[src/rtl/rpn_pkg.sv]
// Package for the RPN stack evaluator: token and status codes, the queue entry type.
// No dependencies; used by the front and back ends and the testbench.
`default_nettype none
package rpn_pkg;

  typedef enum logic [2:0] {
    OP_NUM = 3'd0,
    OP_ADD = 3'd1,
    OP_SUB = 3'd2,
    OP_MUL = 3'd3,
    OP_DIV = 3'd4,
    OP_BAD = 3'd5,
    OP_END = 3'd6,
    OP_UNU = 3'd7
  } op_t;

  typedef enum logic [2:0] {
    ST_OK    = 3'd0,
    ST_FEW   = 3'd1,
    ST_DIV0  = 3'd2,
    ST_BADOP = 3'd3,
    ST_LEFT  = 3'd4,
    ST_OVF   = 3'd5
  } status_t;

  typedef enum logic [2:0] {
    EX_IDLE,
    EX_READ,
    EX_EXEC,
    EX_PROD,
    EX_MUL,
    EX_DIV,
    EX_WRITE,
    EX_EMIT
  } ex_state_t;

  // One classified token as it travels from the front to the back.
  typedef struct packed {
    op_t         op;
    logic [63:0] value;
  } tok_t;

  localparam logic [63:0] POS_MAX = 64'h7FFF_FFFF_FFFF_FFFF;
  localparam logic [63:0] NEG_MIN = 64'h8000_0000_0000_0000;

  // Apply a sign to a magnitude with saturation.
  function automatic logic [63:0] sign_sat(input logic neg, input logic [63:0] mag,
                                           input logic big);
    logic [63:0] r;
    if (!neg) r = (big || mag > POS_MAX) ? POS_MAX : mag;
    else      r = (big || mag > NEG_MIN) ? NEG_MIN : (64'd0 - mag);
    return r;
  endfunction

  function automatic logic [63:0] mag64(input logic [63:0] v);
    return v[63] ? (64'd0 - v) : v;
  endfunction

endpackage
`default_nettype wire

[src/rtl/rpn_front.sv]
// Front end of the RPN evaluator: takes tokens and holds them in a short queue.
// Depends on rpn_pkg.
`default_nettype none
module rpn_front (
  input  wire               clk,
  input  wire               rst_n,
  input  wire               in_tvalid,
  output logic              in_tready,
  input  wire  [71:0]       in_tdata,
  output logic              q_valid,
  input  wire               q_ready,
  output rpn_pkg::tok_t     q_tok
);

  localparam int QD = 2;

  rpn_pkg::tok_t mem_r [QD];
  logic          wp_r, wp_nxt, rp_r, rp_nxt;
  logic [1:0]    cnt_r, cnt_nxt;
  logic          push, pop;
  rpn_pkg::tok_t in_tok;

  // Classify: the op field and the value from the packed tdata.
  assign in_tok.op    = rpn_pkg::op_t'(in_tdata[2:0]);
  assign in_tok.value = in_tdata[66:3];

  assign in_tready = (cnt_r != 2'd2);
  assign push      = in_tvalid && in_tready;
  assign q_valid   = (cnt_r != 2'd0);
  assign pop       = q_valid && q_ready;
  assign q_tok     = mem_r[rp_r];

  // Queue pointers and fill count.
  always_comb begin
    wp_nxt  = push ? ~wp_r : wp_r;
    rp_nxt  = pop ? ~rp_r : rp_r;
    cnt_nxt = cnt_r + {1'b0, push} - {1'b0, pop};
  end

  always_ff @(posedge clk) begin
    if (!rst_n) begin
      wp_r  <= 1'b0;
      rp_r  <= 1'b0;
      cnt_r <= 2'd0;
    end else begin
      wp_r  <= wp_nxt;
      rp_r  <= rp_nxt;
      cnt_r <= cnt_nxt;
    end
  end

  // Queue storage.
  always_ff @(posedge clk) begin
    if (push) mem_r[wp_r] <= in_tok;
  end

  a_no_over: assert property (@(posedge clk) disable iff (!rst_n)
    cnt_r == 2'd2 |-> !push) else $error("queue overrun");
  a_cnt_ok: assert property (@(posedge clk) disable iff (!rst_n)
    cnt_r != 2'd3) else $error("queue count invalid");
  a_pop_dec: assert property (@(posedge clk) disable iff (!rst_n)
    pop && !push |=> cnt_r == $past(cnt_r) - 2'd1) else $error("pop count");

endmodule
`default_nettype wire

[config.mk]
export PLATFORM = sky130hd
export DESIGN_NAME = rpn_front
export DESIGN_NICKNAME = d
export VERILOG_FILES = /design/src/rtl/rpn_pkg.sv /design/src/rtl/rpn_front.sv
export SDC_FILE = /design/constraint.sdc
export NUM_CORES = 1
export LEC_CHECK = 0
export ABC_AREA = 1
export BUFFER_PORTS_ARGS = -buffer_cell sky130_fd_sc_hd__buf_4
export CORE_MARGIN = 10
export CORE_UTILIZATION = 55
export DETAILED_ROUTE_END_ITERATION = 8
export PLACE_DENSITY = 0.91
export RECOVER_POWER = 50
export SETUP_SLACK_MARGIN = 0.05
export SYNTH_ARGS = -nofsm -noshare
export SYNTH_HDL_FRONTEND = slang
export SYNTH_SLANG_ARGS = --single-unit
[constraint.sdc]
create_clock -name clk -period 11.3 [get_ports clk]
set_input_delay 0.565 -clock clk [delete_from_list [all_inputs] [get_ports clk]]
set_output_delay 0.565 -clock clk [all_outputs]
set_load 0.01 [all_outputs]
==> flow_metrics.tcl <==
set metrics [dict create \
    r2r-start "cnt_r[0]" \
    synth.area.top_cells "edfxtp_1, mux2_4, mux2_2" \
    rr_endpoint "mem_r[0][64]" \
    routed_wl_mm 10.1 \
    root_buffer "clkbuf_8" \
    finClkSkew_ns 0.0100 \
    place_ws_ns 8.95 \
    dr.pass1.iters 4 \
    grt_pass1_wl_mm 15.6 \
    cts_buffer_depth 2 \
    yosys_register_bits 139 \
    avgSynthCellArea_um2 21.3 \
    yosys-top-cells-count "edfxtp_1, mux2_2, mux2_4" \
    drive_above_1_share 0.559 \
    clk-insertion-delay-late_ns 0.50 \
    fillers 560 \
    status "finished, violations left" \
    drv_cap 1 \
    vias_per_cell 5.18 \
    ys_seq_area_frac 0.795 \
    synth_edf_count 134 \
    pin_count 145 \
    reg2reg_depth 5 \
    finalMaxSlewViolations 23 \
    postRouteAntennaNets 0 \
    gr-total-overflow 0 \
    grt_pass1_vias 3054 \
    clk_pin_slew_ns 0.06 \
    leakagePower_nw 2.65 \
    cts.htree.levels 4 \
    port_buffers 139 \
    worstSetupPathType "reg2reg" \
    ctsHoldBuffers 0 \
    violations "max-capacitance violations, max-slew violations" \
    syn_area_mm2 0.00519 \
    ys_types 13 \
    diodes 0 \
    initial_core_util 0.564 \
    antenna_found_initial 0 \
    seq_area_mm2 0.00413 \
    num_vias 2699 \
    hpwl_mm 7.00 \
    slew_headroom -0.191 \
    worstPathRequired_ns 11.42 \
    grt_max_degree 68 \
    tightest_slew_ns 1.78 \
    synth_warnings 0 \
    core_area_mm2 0.00920 \
    setup-tns-final_ns 0 \
    vdd_drop_max_mv 0.146 \
    crit_path_end_kind "register" \
    holdPathEnd "mem_r[0][29]" \
    crit_fanout 46 \
    async_flop_share 0 \
    post_cts_buffers 0 \
    gp_congestion 0.704 \
    post-route-period-util 0.272 \
    hold_path.class "in2reg" \
    synth-main-ff-cell "edfxtp_1" \
    design_power_total_w 0.00161 \
    min_path_cells 1 \
    setup_ws_ns 8.23 \
    fp-row-count 35 \
    setup_viol 0 \
    nNetsFinal 475 \
    drc 0 \
    post_cts_resized 0 \
    cts_tree "yes" \
    period_needed_ns 3.07 \
    start_kind "register" \
    die_h_um 117 \
    power.density_mw_per_mm2 234 \
    multiInputGateArea_um2 981 \
    cts-buffers-inserted 17 \
    hold_viol 0 \
    synth_top_area_cell "edfxtp_1" \
    yosysMostFrequentCell "edfxtp_1" \
    synth_nets 322 \
    max_clock_freq_mhz 326 \
    worst-r2r-setup-slack_ns 8.23 \
    worstHoldStart "in_tdata[32]" \
    grtUsageTotal 0.152 \
    synth.top_cell.area_share 0.776 \
    cts_sinks 139 \
    area_delta_synth_final_pct 32.7 \
    wl_per_cell_um 19.5 \
    die-area_mm2 0.0137 \
    die_width_um 117 \
    drt_iter0_drc 126 \
    cp.arrival_ns 3.20 \
    synthesis.instances 244 \
    grt_setup_unrepaired "no" \
]
[final cells by class]
| class | instances | area share |
|---|---|---|
| repair buffers | 141 | 0.149 |
| multi-input cells | 91 | 0.142 |
| well taps | 111 | 0.0202 |
| clock inverters | 13 | 0.0238 |
| clock buffers | 19 | 0.0613 |
| inverters | 7 | 0.00382 |
| flip-flops and latches | 139 | 0.600 |
[report_power, final]
part	internal (W)	total (W)	switching [W]	leakage, nW
Sequential	0.000654	0.000706	0.0000511	1.29
Clock	0.000338	0.000539	0.000201	0.273
Combinational	0.000204	0.000365	0.000160	1.08
Total	0.00120	0.00161	0.000413	2.65
[per-stage QoR]
stage,util,instance area (um2),instances,hold slack (ns)
final,0.749,6880,521,0.270
after CTS,0.753,6930,521,0.218
after floorplan,-,5190,244,0.467
after detailed placement,0.689,6340,489,0.500
after global placement,0.689,6340,489,0.484
after global routing,0.749,6880,521,0.246
[placed cells by master (no fill, tap or decap), drive strengths merged]
cell type and n:
edfxtp 134, clkbuf 86, buf 74, mux2 67, inv 11, nand2 9, nor2 8, dfxtp 5
clkinvlp 4, nand3 3, bufinv 3, a21oi 2, ha 2, clkinv 2
[flip-flops by register name, summed over array words and instances (netlist names), named ones only]
| signal | cells |
|---|---|
| mem_r | 134 |
| cnt_r | 2 |
| rp_r | 1 |
| wp_r | 1 |
[kinds of logic (layout without fill, tap and decap cells)]
logic type,Yosys count,count (layout),share of synthesized area
adders and majority gates,2,2,0.00482
DFF,139,139,0.795
AOI/OAI and AO/OA,2,2,0.00193
buffers and inverters,14,180,0.0159
muxes,67,67,0.167
and+or+nand+nor,20,20,0.0152
[worst max-delay path, cell delays in order, from the launching register on]
cell and delay [ns]:
dfxtp_1 0.35, inv_1 0.07, nand2_1 0.11, nand2_1 0.10, nor2_1 1.33, buf_4 0.72
[worst max path at each step]
stage,cells after the start,end,from
after CTS,2,q_tok[18],register
final,5,mem_r[0][64],cnt_r[0]
after floorplan,2,mem_r[0][0],in_tvalid
after detailed placement,4,mem_r[0][61],in_tvalid
after global placement,4,mem_r[0][63],in_tvalid
after global routing,5,mem_r[0][64],cnt_r[0]
[layer usage]
layer  wire length (um)  GRT usage  vias up
li1                   -          -     1258
met1               3750      0.156     1339
met2               5500      0.271       96
met3                808     0.0688        6
met4                 76     0.0453        0
met5                  0          0        -
Note: power is estimated with default switching activity, not from simulation.
